`src/hw/rtl/utf8lc_pkg.sv`:
```
// utf8lc_pkg: shared types, codes and helpers of the UTF-8 lowercaser.
// Depends on nothing; imported by every module of the block except utf8lc_checker.
`default_nettype none

package utf8lc_pkg;

  // lowercase map geometry, fixed by the map_index field
  localparam int MAP_DEPTH = 1920;
  localparam int MAP_AW    = 11;
  localparam int MAP_DW    = 11;

  // default depth of the queue between front and back
  localparam int FIFO_DEPTH = 4;

  // request kinds on the func field
  localparam logic FUNC_TEXT = 1'b0;
  localparam logic FUNC_MAP  = 1'b1;

  typedef logic [2:0][7:0] byte3_t;

  // one decoded job: up to three output bytes
  typedef struct packed {
    byte3_t     bytes;
    logic [1:0] count;   // 1..3 bytes
    logic       last;    // job comes from the final byte of the text
  } job_t;

  // queue status seen by the front
  typedef struct packed {
    logic empty;
    logic room1;   // at least one free slot
    logic room2;   // at least two free slots
  } fifo_stat_t;

  function automatic logic [7:0] ascii_lower(input logic [7:0] b);
    logic [7:0] r;
    r = b;
    if (b >= 8'h41 && b <= 8'h5A) r = b + 8'h20;
    return r;
  endfunction

endpackage

`default_nettype wire

```
`src/hw/rtl/utf8lc_fifo.sv`:
```
// utf8lc_fifo: short job queue between front and back of the UTF-8 lowercaser.
// Depends on utf8lc_pkg for job_t and fifo_stat_t.
`default_nettype none

module utf8lc_fifo
  import utf8lc_pkg::*;
#(
  parameter int DEPTH = FIFO_DEPTH
) (
  input  wire logic  clk,
  input  wire logic  rst,
  input  wire logic  push,
  input  wire job_t  push_job,
  input  wire logic  pop,
  output job_t       head,
  output fifo_stat_t fstat
);

  localparam int PW = $clog2(DEPTH);
  localparam int CW = $clog2(DEPTH + 1);

  job_t          entries [DEPTH];
  logic [PW-1:0] wr_ptr, rd_ptr;
  logic [CW-1:0] count;

  // pointer and count update
  always_ff @(posedge clk) begin
    if (rst) begin
      wr_ptr <= '0;
      rd_ptr <= '0;
      count  <= '0;
    end else begin
      if (push) begin
        wr_ptr <= (wr_ptr == PW'(DEPTH - 1)) ? '0 : wr_ptr + 1'b1;
      end
      if (pop) begin
        rd_ptr <= (rd_ptr == PW'(DEPTH - 1)) ? '0 : rd_ptr + 1'b1;
      end
      if (push && !pop) begin
        count <= count + 1'b1;
      end else if (pop && !push) begin
        count <= count - 1'b1;
      end
    end
  end

  // storage
  always_ff @(posedge clk) begin
    if (push) begin
      entries[wr_ptr] <= push_job;
    end
  end

  assign head = entries[rd_ptr];

  // status
  always_comb begin
    fstat.empty = (count == '0);
    fstat.room1 = (count < CW'(DEPTH));
    fstat.room2 = (count < CW'(DEPTH - 1));
  end

endmodule

`default_nettype wire

```
`config.mk`:
```
export PLATFORM = sky130hd
export DESIGN_NAME = utf8lc_fifo
export DESIGN_NICKNAME = d
export VERILOG_FILES = /design/src/hw/rtl/utf8lc_pkg.sv /design/src/hw/rtl/utf8lc_fifo.sv
export SDC_FILE = /design/constraint.sdc
export NUM_CORES = 1
export LEC_CHECK = 0
export ABC_AREA = 1
export BUFFER_PORTS_ARGS = -buffer_cell sky130_fd_sc_hd__buf_2
export CORE_ASPECT_RATIO = 0.75
export CORE_UTILIZATION = 35
export DETAILED_ROUTE_END_ITERATION = 10
export PLACE_DENSITY_LB_ADDON = 0.12
export SETUP_SLACK_MARGIN = 0.3
export SKIP_LAST_GASP = 1
export SLEW_MARGIN = 20
export SYNTH_ARGS = -nofsm -noshare
export SYNTH_HDL_FRONTEND = slang
export SYNTH_SLANG_ARGS = --single-unit
```
`constraint.sdc`:
```
create_clock -name clk -period 1.65 [get_ports clk]
set_input_delay 0.33 -clock clk [delete_from_list [all_inputs] [get_ports clk]]
set_output_delay 0.33 -clock clk [all_outputs]
set_load 0.02 [all_outputs]
```
# Word-level counts from Yosys, hierarchy flattened
# Memory sizes are Yosys's and may differ from the RTL's. A register that Yosys moved wholly into a read port is not among the register bits.
# Index checks and enable logic that the tools add are counted.
[totals]
output_inout_bits = 30
n_memories = 1
ram_bits = 108
in_bits = 31
register_bits = 7
wordCells = 26
[op_classes]
eq_ne = 2
magnitude_cmp = 2
n_reduce_logical = 6
n_addsub = 4
n_mux = 8
[memory_table]
columns = ["memory", "words", "word_bits", "read_ports", "rd_ports_with_merged_regs", "wr", "line", "rtl"]
rows = [
  ["entries", 4, 27, 1, 1, 1, "utf8lc_fifo.sv:22", "job_t entries [DEPTH];"],
]
[ops]
columns = ["operator", "count"]
rows = [
  ["$mux 2", 4],
  ["$mux 3", 2],
  ["$add 2x1->2 const B", 2],
  ["$eq 2x2->1 const B", 2],
  ["$add 3x1->3 const B", 1],
  ["$logic_not 3->1", 1],
  ["$lt 3x2->1 const B", 1],
  ["$lt 3x3->1 const B", 1],
  ["$sub 3x1->3 const B", 1],
  ["$logic_and 1x1->1", 2],
  ["$logic_not 1->1", 2],
  ["$mux 1", 2],
  ["$reduce_bool 2->1", 1],
]

# Logic depth before layout (Yosys ltp)
[logic_depth]
word_depth = 4
ltp_mapped = 10
ltp_nobuf = 10

# Least setup slack after synthesis
# Ideal clock, no wire load.
[synth_timing]
path_type = "reg2reg"
startpoint = "register wr_ptr[0]"
endpoint = "memory entries[3][0] (netlist name) (enable)"
arrival_time_ps = 1128
slack_ps = 141
path_buffers = 0
period_less_slack_ps = 1509
setup_ps = 382
path_stages_with_launch = 4
cell_sequence = "dfxtp_1 -> ha_1 -> nand2_1 -> inv_1"
[synth_lines]
columns = ["item", "line", "rtl"]
rows = [
  ["start, declared", "utf8lc_fifo.sv:23", "logic [PW-1:0] wr_ptr, rd_ptr;"],
  ["start signal, assigned", "utf8lc_fifo.sv:34", "wr_ptr <= (wr_ptr == PW'(DEPTH - 1)) ? '0 : wr_ptr + 1'b1;"],
  ["end, declared", "utf8lc_fifo.sv:22", ""],
]
# Straight into the memory's write port.

==> metrics.yaml <==
finish:
  drive_above_1_share_pct: 40.3
  final_cell_mix: "108 x edfxtp_1, 62 x nor2_1, 42 x buf_2, 28 x o21ai_0"
  nets: 442
  area_growth_pct: 35.3
  diodes: 0
  final_common_cell: "edfxtp_1"
sta:
  fin_crit_ns: 1.85
  post-route-period-util_pct: 112
  fin_setup_tns_ns: -4.25
  final_hold_viol_count: 0
  skew_ns: 0.00605
  timing.final.ws_setup_ns: -0.196
  setup_violations: 27
  fmax_mhz: 542
  worst_slew_pin_slew_ns: 0.264
  slew_headroom_pct: 82.2
  rsz0062_at_grt: "yes"
  drv_slew: 0
outcome:
  violations: "setup timing"
  status: "finished with violations"
routing:
  drt-pass1-iter-count: 4
  drc_errors: 0
  ant_nets: 0
  vias: 2813
  routedWlPerCell_um: 16.7
  initialDrtViolationCount: 160
  via_per_inst: 4.83
  finalWirelength_mm: 9.73
power_and_ir_drop:
  p_per_area_nw_per_um2: 1340
  switching_share_pct: 23.0
  internal_power_uw: 6290
  pwr-share-clk_pct: 45.3
  p_total_uw: 8170
  p_sw_uw: 1880
  p_seq_share_pct: 42.3
  max-vdd-ir-drop_uv: 844
  p_leak_uw: 0.00222
  combPwrFrac_pct: 12.4
grt:
  overflow: 0
  grt_max_degree: 55
  gr-usage-all-layers_pct: 15.7
  grt_first_pass_wirelength_mm: 15.2
  grt_pass1_vias: 2874
  antenna_found_initial: 0
synth:
  netlist_area_um2: 4510
  synth_area_leader_cell: "edfxtp_1"
  synthCells: 320
  syn_avg_cell_area_um2: 14.1
  synth_top_area_share_pct: 71.9
  yosysSeqAreaShare_pct: 75.9
  synth.distinct_cells: 21
  ys.warnings.count: 0
  synthesis.nets: 358
  ys_top_cells_by_area: "edfxtp_1 72%, nor2_1 5.2%, dfxtp_1 4.0%"
  ys_ff_latch: 117
floorplan:
  die_h_um: 100
  rows: 35
  initial_core_util_pct: 36.3
  core_um2: 12400
  die-area_um2: 13400
  io_pins: 61
  die_w_um: 133
clock_network:
  cts_root_buf: "clkbuf_16"
  clkTransAtPathRegs_ns: 0.05
  clockBufferDepth: 2
  cts_made_buffers: 17
  insertion_delay_ns: 0.41
  hold_buffers: 0
  cts_sinks: 117
  htreeDepth: 4
  cts_tree: "yes"
min_path:
  hold_class: "input port to flip-flop"
worst_setup_path:
  cp.arrival_ns: 1.52
  start_kind: "flip-flop"
  worstSetupPathType: "flip-flop to output pin"
  critPathRequiredTime_ns: 1.32
  crit_path_end_kind: "output pin"
  worst-path-max-fanout: 22
placed_design:
  dp_hpwl_mm: 5.58
  place_congestion: 0.674
  io_buffers: 60
  dp_slack_ns: 0.0865
job:
  maxCapViolCount: 0
==> cell type report <==
| cell class | instances | area (um^2) |
|---|---|---|
| Timing Repair Buffer | 81 | 651 |
| Tap cell | 166 | 208 |
| Multi-Input combinational cell | 171 | 1090 |
| Clock inverter | 13 | 163 |
| Clock buffer | 19 | 433 |
| Sequential cell | 117 | 3440 |
| Fill cell | 1100 | 6330 |
| Inverter | 16 | 114 |
==> flip-flops by register name, indices dropped and copies added (netlist names), named ones only <==
signal,count
entries,108
wr_ptr,2
rd_ptr,2
count,3
==> worst max-delay path: stages (launching register included) <==
cell and delay (ns):
dfxtp_4 0.40, buf_12 0.17, o21ai_0 0.26, o22ai_2 0.12, buf_4 0.16
==> Yosys cell counts, drive strengths merged <==
master and count:
nor3 3, inv 15, a21oi 4, nand4 1, o21ai 57, nand2 8
xor2 1, clkinv 1, o22ai 27, edfxtp 108, clkbuf 1, ha 6
fa 1, buf 15, nor2 62, nand3 1, dfxtp 9
==> per-layer routing <==
| layer | track usage [%] | vias to the layer above | part of all wire [%] |
|---|---|---|---|
| met4 | 6.45 | 0 | 1.4 |
| li1 | - | 1361 | - |
| met3 | 4.70 | 11 | 3.5 |
| met5 | 0 | - | 0 |
| met2 | 25.1 | 54 | 48 |
| met1 | 20.1 | 1387 | 47 |
==> timing repair <==
item | 4_1_cts | 5_1_grt
hold endpoints to repair | 0 | 0
cloned | 1 | 1
setup buffers | 8 | 0
endpoints found under the setup margin | 89 | 31
pin swaps | 1 | 2
resized for setup | 27 | 26
==> power by group through the flow <==
stage | Sequential, uW | Clock [uW] | Combinational (uW)
floorplan | 3480 | 0 | 594
global placement | 3490 | 0 | 879
detailed placement | 3500 | 0 | 891
CTS | 3450 | 3780 | 976
global route | 3470 | 3900 | 1100
finish | 3460 | 3700 | 1010
==> worst paths after layout <==
check	start	endpoint	slack, ns	depth (start not counted)
setup / recovery	flip-flop	head[8]	-0.20	4
hold / removal	push_job[17]	entries[0][17]	0.14	1
setup reg to reg	count[1]	count[2]	0.34	8
hold reg to reg	wr_ptr[1]	wr_ptr[1]	0.49	2
==> per-stage QoR <==
| stage | hold WS, ns | util [%] | instances | instance area (um^2) |
|---|---|---|---|---|
| after floorplan | 0.395 | - | 320 | 4720 |
| after global placement | 0.478 | 42.2 | 541 | 5250 |
| after detailed placement | 0.488 | 42.2 | 541 | 5250 |
| after CTS | 0.126 | 48.4 | 582 | 6020 |
| after global routing | 0.128 | 49.1 | 583 | 6100 |
| final | 0.142 | 49.1 | 583 | 6100 |
==> logic make-up after synthesis <==
kind of cell,after synthesis,share of synthesized area (%)
DFF,117,75.9
adders and majority gates,7,2.11
xor gates and xnor gates,1,0.194
buffers and inverters,32,4.88
AOI/OAI and AO/OA,88,10.5
and+or+nand+nor,75,6.41
No activity file was read; power rests on OpenSTA's default activity.
