## config.mk

```make
export PLATFORM = sky130hd
export DESIGN_NAME = utf8lc_back
export DESIGN_NICKNAME = d
export VERILOG_FILES = /design/src/hw/rtl/utf8lc_pkg.sv /design/src/hw/rtl/utf8lc_back.sv
export SDC_FILE = /design/constraint.sdc
export NUM_CORES = 1
export LEC_CHECK = 0
export ABC_CLOCK_PERIOD_IN_PS = 2880
export BUFFER_PORTS_ARGS = -buffer_cell sky130_fd_sc_hd__buf_2
export CAP_MARGIN = 20
export CORE_AREA = 2 2 39 41
export DETAILED_ROUTE_END_ITERATION = 6
export DIE_AREA = 0 0 41 43
export GPL_TIMING_DRIVEN = 0
export PLACE_DENSITY = 0.68
export REMOVE_ABC_BUFFERS = 1
export SYNTH_ARGS = -nofsm -noshare
export SYNTH_HDL_FRONTEND = slang
export SYNTH_SLANG_ARGS = --single-unit
```

## constraint.sdc

```tcl
create_clock -name clk -period 2.88 [get_ports clk]
set_clock_uncertainty 0.05 [all_clocks]
set_input_delay 0.432 -clock clk [delete_from_list [all_inputs] [get_ports clk]]
set_output_delay 0.432 -clock clk [all_outputs]
set_load 0.02 [all_outputs]
```

## src/hw/rtl/utf8lc_pkg.sv

```systemverilog
// utf8lc_pkg: shared types, codes and helpers of the UTF-8 lowercaser.
// Depends on nothing; imported by every module of the block except utf8lc_checker.
`default_nettype none

package utf8lc_pkg;

  // lowercase map geometry, fixed by the map_index field
  localparam int MAP_DEPTH = 1920;
  localparam int MAP_AW    = 11;
  localparam int MAP_DW    = 11;

  // default depth of the queue between front and back
  localparam int FIFO_DEPTH = 4;

  // request kinds on the func field
  localparam logic FUNC_TEXT = 1'b0;
  localparam logic FUNC_MAP  = 1'b1;

  typedef logic [2:0][7:0] byte3_t;

  // one decoded job: up to three output bytes
  typedef struct packed {
    byte3_t     bytes;
    logic [1:0] count;   // 1..3 bytes
    logic       last;    // job comes from the final byte of the text
  } job_t;

  // queue status seen by the front
  typedef struct packed {
    logic empty;
    logic room1;   // at least one free slot
    logic room2;   // at least two free slots
  } fifo_stat_t;

  function automatic logic [7:0] ascii_lower(input logic [7:0] b);
    logic [7:0] r;
    r = b;
    if (b >= 8'h41 && b <= 8'h5A) r = b + 8'h20;
    return r;
  endfunction

endpackage

`default_nettype wire

```

## src/hw/rtl/utf8lc_back.sv

```systemverilog
// utf8lc_back: walks the job at the queue head and presents its bytes one at a time.
// Depends on utf8lc_pkg for job_t.
`default_nettype none

module utf8lc_back
  import utf8lc_pkg::*;
(
  input  wire logic       clk,
  input  wire logic       rst,
  input  wire logic       head_valid,
  input  wire job_t       head,
  output logic            pop,
  output logic            out_valid,
  input  wire logic       out_stall,
  output logic [7:0]      out_byte,
  output logic            run_last,
  output logic            text_last
);

  logic [1:0] pos;
  logic       take;

  assign out_valid = head_valid;
  assign take      = out_valid && !out_stall;

  // byte select within the job
  always_comb begin
    case (pos)
      2'd0:    out_byte = head.bytes[0];
      2'd1:    out_byte = head.bytes[1];
      2'd2:    out_byte = head.bytes[2];
      default: out_byte = head.bytes[0];
    endcase
  end

  assign run_last  = (pos == head.count - 2'd1);
  assign text_last = run_last && head.last;
  assign pop       = take && run_last;

  // position inside the current job
  always_ff @(posedge clk) begin
    if (rst) begin
      pos <= 2'd0;
    end else if (take) begin
      pos <= run_last ? 2'd0 : pos + 2'd1;
    end
  end

endmodule

`default_nettype wire

```

### Word-level counts from Yosys, hierarchy flattened

Cells that the tools add are included.

* equal/unequal tests: 3
* muxes and demuxes: 2
* add/subtract/negate cells: 2
* reduce and logical (&&, ||, !) cells: 4

Operator list (number)
* $pmux W8 S2: 1
* $logic_and A1 B1 Y1: 3
* $add A2 B1 Y2 const B: 1
* $eq A2 B1 Y1 const B: 1
* $eq A2 B2 Y1: 1
* $eq A2 B2 Y1 const B: 1
* $mux W2: 1
* $sub A2 B1 Y2 const B: 1
* $logic_not A1 Y1: 1

* flip-flop bits (word level): 2
* bits of input ports: 31
* output and inout port bits: 12

### Depth between registers and ports, before layout

Gate-level depths: netlist of run 1.

* depth after elaboration: 3
* depth in mapped cells: 5
* mapped depth without buffers: 4

### Least setup slack after synthesis of run 1

Ideal clock, no wire load.

* path type: reg2out
* from: register pos[0]
* to: output out_byte[1]
* data required time: 2398 ps
* stages on the path, launching flop included: 5
* path slack: 893 ps
* data arrival time: 1505 ps
* cell sequence: dfxtp_1 -> inv_1 -> ha_1 -> clkbuf_1 -> o21ai_0

* word-level cells in the longest chain between the ends: 2
* elaborated cells on any way between the ends: 3
* those cells by class: eq/ne: 2; mux: 1

Ends and longest elaborated chain
* from (decl): line utf8lc_back.sv:20 `logic [1:0] pos;`
* from (signal assigned): line utf8lc_back.sv:45 `pos <= run_last ? 2'd0 : pos + 2'd1;`
* $eq A2 B2 Y1 or $eq A2 B1 Y1 (tied branches): line utf8lc_back.sv:28 `case (pos)`
* $pmux W8 S2 *: line utf8lc_back.sv:28
* to (decl): line utf8lc_back.sv:15 `output logic [7:0] out_byte,`

Every way passes the cells marked *; elsewhere a longest branch is shown, timed or not.

### Final worst setup path of run 1

* from: register pos[0]
* to: output out_byte[4]

The elaborated chain is that of the path after synthesis.

==> summary.txt, run 1 <==
Outcome
  – Status: complete, no violations

Critical path
  – Worst Path Arrival: 1600 ps
  – Critical Path End Type: output pin
  – Startpoint Class: flip-flop
  – Worst Path Max Fanout: 17
  – Critical path class: reg -> out
  – Critical Path RT: 2400 ps

STA
  – Final hold violations: 0
  – Pins Over Slew Limit: 0
  – Final setup violation count: 0
  – RSZ-0062 raised after global routing: false
  – Slew @ Worst Pin: 441 ps
  – Post-route setup TNS: 0 ps
  – Max Clk Rate: 481 MHz
  – Relative slew slack: 0.706
  – Final worst path period share: 0.722
  – Fin crit period: 2080 ps

Floorplan
  – DIE WIDTH: 41 microns
  – # IOs: 43
  – Initial core utilization: 0.235
  – Die height: 43 microns
  – FP Rows: 14
  – CORE AREA: 1380 sq um
  – Die area: 1760 sq um

Global route
  – Grt met1 use: 0.126
  – Met3 usage: 0.0262
  – Overflow after GRT: 0
  – Global-route wire length before repair: 1530 microns
  – GRT busiest layer: met2
  – Met2 usage: 0.219
  – Vias in the first global route: 438
  – Initial antenna violation count: 0
  – Largest net degree at the start of global routing: 18
  – All-layer global routing usage: 0.130

Cells and area
  – Max reg flops: 2
  – Layout area overhead: 71.9%
  – Layout Nets: 122
  – Fin area: 559 sq um
  – Fin util: 0.404
  – Largest regs: pos x2
  – Top reg by flops: pos
  – Antenna Cells: 0
  – Fill cell count: 157
  – Share of layout cells above drive strength 1: 0.563

Yosys
  – Flops & latches, synth: 2
  – Most used DFF post-synth: dfxtp_1
  – Asr flop ratio synth: 0
  – Synthesized cell area: 325 sq um
  – Yosys Warn Count: 0
  – Post-synthesis cell type count: 18
  – Post-Synthesis Cells: 46
  – Seq/Total Area, Yosys: 0.123
  – Syn_area_per_cell: 7.07 sq um
  – EDFF count, synth: 0

CTS
  – Clock Path Buffers: 2
  – Postcts setup bufs: 0
  – Root Buffer: clkbuf_4
  – Num CTS Buffers: 3
  – PostCTS Resize Cnt: 0
  – CTS tree: done
  – CTS Sinks: 2
  – Worst skew pair latency: 230 ps
  – Reg clk slew, reported paths: 30 ps
  – H-tree level count: 1
  – Post-CTS Hold Buffers: 0

Drt
  – Residual DRC: 0
  – DR iter-0 viols: 3
  – Final ANT Viol Nets: 0
  – First-pass DRT Iterations: 4
  – Routed vias: 488
  – Vias/cell: 4.74
  – Wire length per cell: 9.54 microns
  – Routed wire length: 983 microns

Placement
  – Post-DP HPWL: 820 microns
  – GPL Wtd Cong: 0.623
  – Port bufs: 42
  – Post-DP Area: 537 sq um

Hold path
  – Hold WC Path Type: in -> reg

Power
  – Largest vdd supply drop: 0.000188 V
  – Pwr dens: 319 nW/um^2
  – Leakage: 0.297 nW

Job
  – # Max-Cap Violations: 0
==> per-layer routing <==
metal / vias to the layer above / routed length (microns)
met1: 210 / 351
met3: 2 / 108
met2: 26 / 508
li1: 250 / -
met4: 0 / 15
met5: - / 0
==> cells in the final DEF, fill, tap and decap left out <==
cell       n
buf_2     42
nand2_1    9
a22oi_1    8
o21ai_0    8
nand2b_1   3
clkbuf_4   3
inv_1      2
ha_1       2
dfxtp_1    2
xnor2_2    1
mux2i_2    1
and2_1     1
nor2b_1    1
nand3b_1   1
o41ai_2    1
a211o_2    1
a21oi_1    1
==> where the power goes <==
part | leakage, nW | total [mW] | switching (mW) | internal (mW)
combinational | 0.267 | 0.0837 | 0.0459 | 0.0378
sequential | 0.0163 | 0.0309 | 0.00175 | 0.0292
clock | 0.0138 | 0.0638 | 0.0177 | 0.0461
total | 0.297 | 0.178 | 0.0653 | 0.113
==> cell type report <==
type / count / area, sq um / area share
Clock buffer: 3 / 22.5 / 0.0403
Inverter: 2 / 7.51 / 0.0134
Multi-Input combinational cell: 38 / 259 / 0.463
Sequential cell: 2 / 40.0 / 0.0716
Tap cell: 16 / 20.0 / 0.0358
Timing Repair Buffer: 42 / 210 / 0.376
==> metrics by stage <==
| stage | setup slack, ps | hold slack [ps] | power [mW] | std cells |
|---|---|---|---|---|
| floorplan | 963 | 429 | 0.0773 | 42 |
| global placement | 1020 | 459 | 0.115 | 100 |
| detailed placement | 1010 | 459 | 0.116 | 100 |
| CTS | 760 | 338 | 0.183 | 103 |
| global route | 592 | 347 | 0.197 | 103 |
| finish | 800 | 342 | 0.178 | 103 |
==> logic make-up after synthesis <==
kind of cell / count (synthesis) / synth area share
muxes: 1 / 0.0423
xor gates and xnor gates: 1 / 0.0500
AOI/OAI and AO/OA: 19 / 0.404
DFF: 2 / 0.123
buffers and inverters: 6 / 0.0808
and+or+nand+nor: 15 / 0.223
adders and majority gates: 2 / 0.0769
==> synth_stat cells (2+ instances only) <==
cell type	instances	area, sq um
nand2_1	9	33.8
dfxtp_1	2	40.0
nand2b_1	3	18.8
inv_1	2	7.51
a22oi_1	8	60.1
clkbuf_1	2	7.51
o21ai_0	8	40.0
ha_1	2	25.0
==> path summary, 6_finish.rpt <==
check | start | end | slack, ps | depth (start not counted)
worst min register to register | pos[0] | pos[0] | 460 | 2
worst max register to register | pos[0] | pos[1] | 1430 | 3
worst min-delay path | rst | pos[0] | 340 | 2
worst max-delay path | pos[0] | out_byte[4] | 800 | 5
==> worst max-delay path, stage by stage, from the launching register on <==
cell	delay (ps)
dfxtp_1	390
inv_1	60
ha_1	560
nand2_1	80
o21ai_0	80
buf_2	190
No activity file was read; power rests on OpenSTA's default activity.
==> inputs of run 2 (changes only) <==
- ABC_CLOCK_PERIOD_IN_PS: 2880 -> 1900
- PLACE_DENSITY: 0.68 -> 0.71
- clock period: 2.88 -> 1.9 ns (I/O delays scaled with it)
==> run 2 against run 1 <==
  * Critical path type unchanged
  * Non-clock buffer count did not move
  * Worst setup slack got worse by 660 ps
  * Global-route usage barely moved
  * Critical path depth fell by 1
  * Flip-flop and latch count did not move
  * Clock-buffer cell count unchanged
  * Routed wire length is 2.7% higher
  * Via count grew 0.20%
==> summary.txt, run 2 (synthesis results as in run 1) <==
Outcome
  – Status: complete, no violations

Power
  – Leakage: 0.297 nW
  – Pwr dens: 474 nW/um^2
  – Largest vdd supply drop: 0.000208 V

Global route
  – Met2 usage: 0.222
  – Overflow after GRT: 0
  – Largest net degree at the start of global routing: 18
  – Met3 usage: 0.0209
  – Global-route wire length before repair: 1620 microns
  – Initial antenna violation count: 0
  – All-layer global routing usage: 0.129
  – Grt met1 use: 0.144
  – Vias in the first global route: 434
  – GRT busiest layer: met2

Cells and area
  – Largest regs: pos x2
  – Antenna Cells: 0
  – Layout Nets: 122
  – Fill cell count: 157
  – Commonest cells after routing, fill and taps aside: buf_2, nand2_1, a22oi_1, o21ai_0
  – Max reg flops: 2
  – Layout area overhead: 77.3%
  – Top reg by flops: pos
  – Share of layout cells above drive strength 1: 0.609
  – Commonest non-fill, non-tap cell in the layout: buf_2

STA
  – Final worst path period share: 0.927
  – RSZ-0062 raised after global routing: false
  – Worst setup margin: 138 ps
  – Fin crit period: 1760 ps
  – Pins Over Slew Limit: 0
  – Relative slew slack: 0.820
  – Max Clk Rate: 568 MHz
  – Slew @ Worst Pin: 265 ps
  – Hold slack: 195 ps
  – Post-route setup TNS: 0 ps
  – Final hold violations: 0
  – Final setup violation count: 0

Floorplan
  – FP Rows: 14
  – Die area: 1760 sq um
  – Initial core utilization: 0.235
  – DIE WIDTH: 41 microns
  – # IOs: 43
  – Die height: 43 microns
  – CORE AREA: 1380 sq um

Critical path
  – Worst Path Arrival: 1430 ps
  – Worst Path Max Fanout: 4
  – CP max stage delay: 350 ps
  – Critical path class: reg -> out
  – Crit-path slowest cell: dfxtp_2
  – Startpoint Class: flip-flop
  – Critical Path RT: 1560 ps
  – Worst path cell trace: xnor2_2 -> mux2i_2 -> nor2b_1 -> buf_2
  – Critical Path End Type: output pin

Drt
  – Residual DRC: 0
  – Vias/cell: 4.75
  – DR iter-0 viols: 6
  – Wire length per cell: 9.81 microns
  – Routed wire length: 1010 microns
  – Routed vias: 489
  – Final ANT Viol Nets: 0
  – First-pass DRT Iterations: 4

CTS
  – Num CTS Buffers: 3
  – Reg clk slew, reported paths: 30 ps
  – CTS Sinks: 2
  – Post-CTS Hold Buffers: 0
  – Root Buffer: clkbuf_4
  – H-tree level count: 1
  – CTS tree: done
  – Clock Path Buffers: 2
  – Worst skew pair latency: 220 ps

Placement
  – Port bufs: 42
  – GPL Wtd Cong: 0.593
  – Pre-CTS WS: 165 ps

Job
  – # Max-Cap Violations: 0

Hold path
  – Hold WC Path Type: in -> reg
-- run 2: changes by cell type in the layout (fill, tap and decap cells not counted) --
| cell | delta |
|---|---|
| dfxtp_1 | -2 |
| dfxtp_2 | +2 |
| ha_1 | -2 |
| ha_2 | +1 |
| ha_4 | +1 |
-- run 2: layout make-up --
| class | count | area [sq um] | area share |
|---|---|---|---|
| Timing Repair Buffer | 42 | 210 | 0.364 |
| Tap cell | 16 | 20.0 | 0.0347 |
| Clock buffer | 3 | 22.5 | 0.0390 |
| Inverter | 2 | 7.51 | 0.0130 |
| Multi-Input combinational cell | 38 | 274 | 0.475 |
| Sequential cell | 2 | 42.5 | 0.0738 |
-- run 2: worst paths after layout --
path	startpoint	end	slack, ps	depth (start not counted)
setup / recovery	pos[1]	pop	140	4
hold / removal	rst	pos[0]	200	2
setup reg to reg	pos[0]	pos[1]	680	3
hold reg to reg	pos[0]	pos[0]	440	2
-- run 2: power by group --
part / leakage, nW / internal [mW] / switching, mW
logic: 0.266 / 0.0616 / 0.0710
registers: 0.0172 / 0.0447 / 0.00300
clock network: 0.0138 / 0.0696 / 0.0234
-- run 2: per-stage QoR --
step / cell area (sq um) / power [mW] / util / instances
floorplan: 307 / 0.117 / - / 42
global placement: 537 / 0.174 / 0.388 / 100
detailed placement: 537 / 0.177 / 0.388 / 100
CTS: 562 / 0.274 / 0.406 / 103
global route: 577 / 0.297 / 0.417 / 103
finish: 577 / 0.273 / 0.417 / 103
-- run 2: critical path, delay by kind of cell (launching register included) --
| kind | cells | cell delay (ps) |
|---|---|---|
| DFF | 1 | 350 |
| muxes | 1 | 330 |
| xor gates and xnor gates | 1 | 210 |
| buffers and inverters | 1 | 170 |
| and+or+nand+nor | 1 | 160 |
-- run 2: repair_timing --
action                     4_1_cts  5_1_grt
setup endpoints to repair        8        9
setup buffers                    0        0
resized for setup                1        4
-- run 2: routing by layer --
metal	vias to the layer above	wire length [microns]
met5	-	0
met3	0	86
met1	217	397
met4	0	0
met2	24	526
li1	248	-
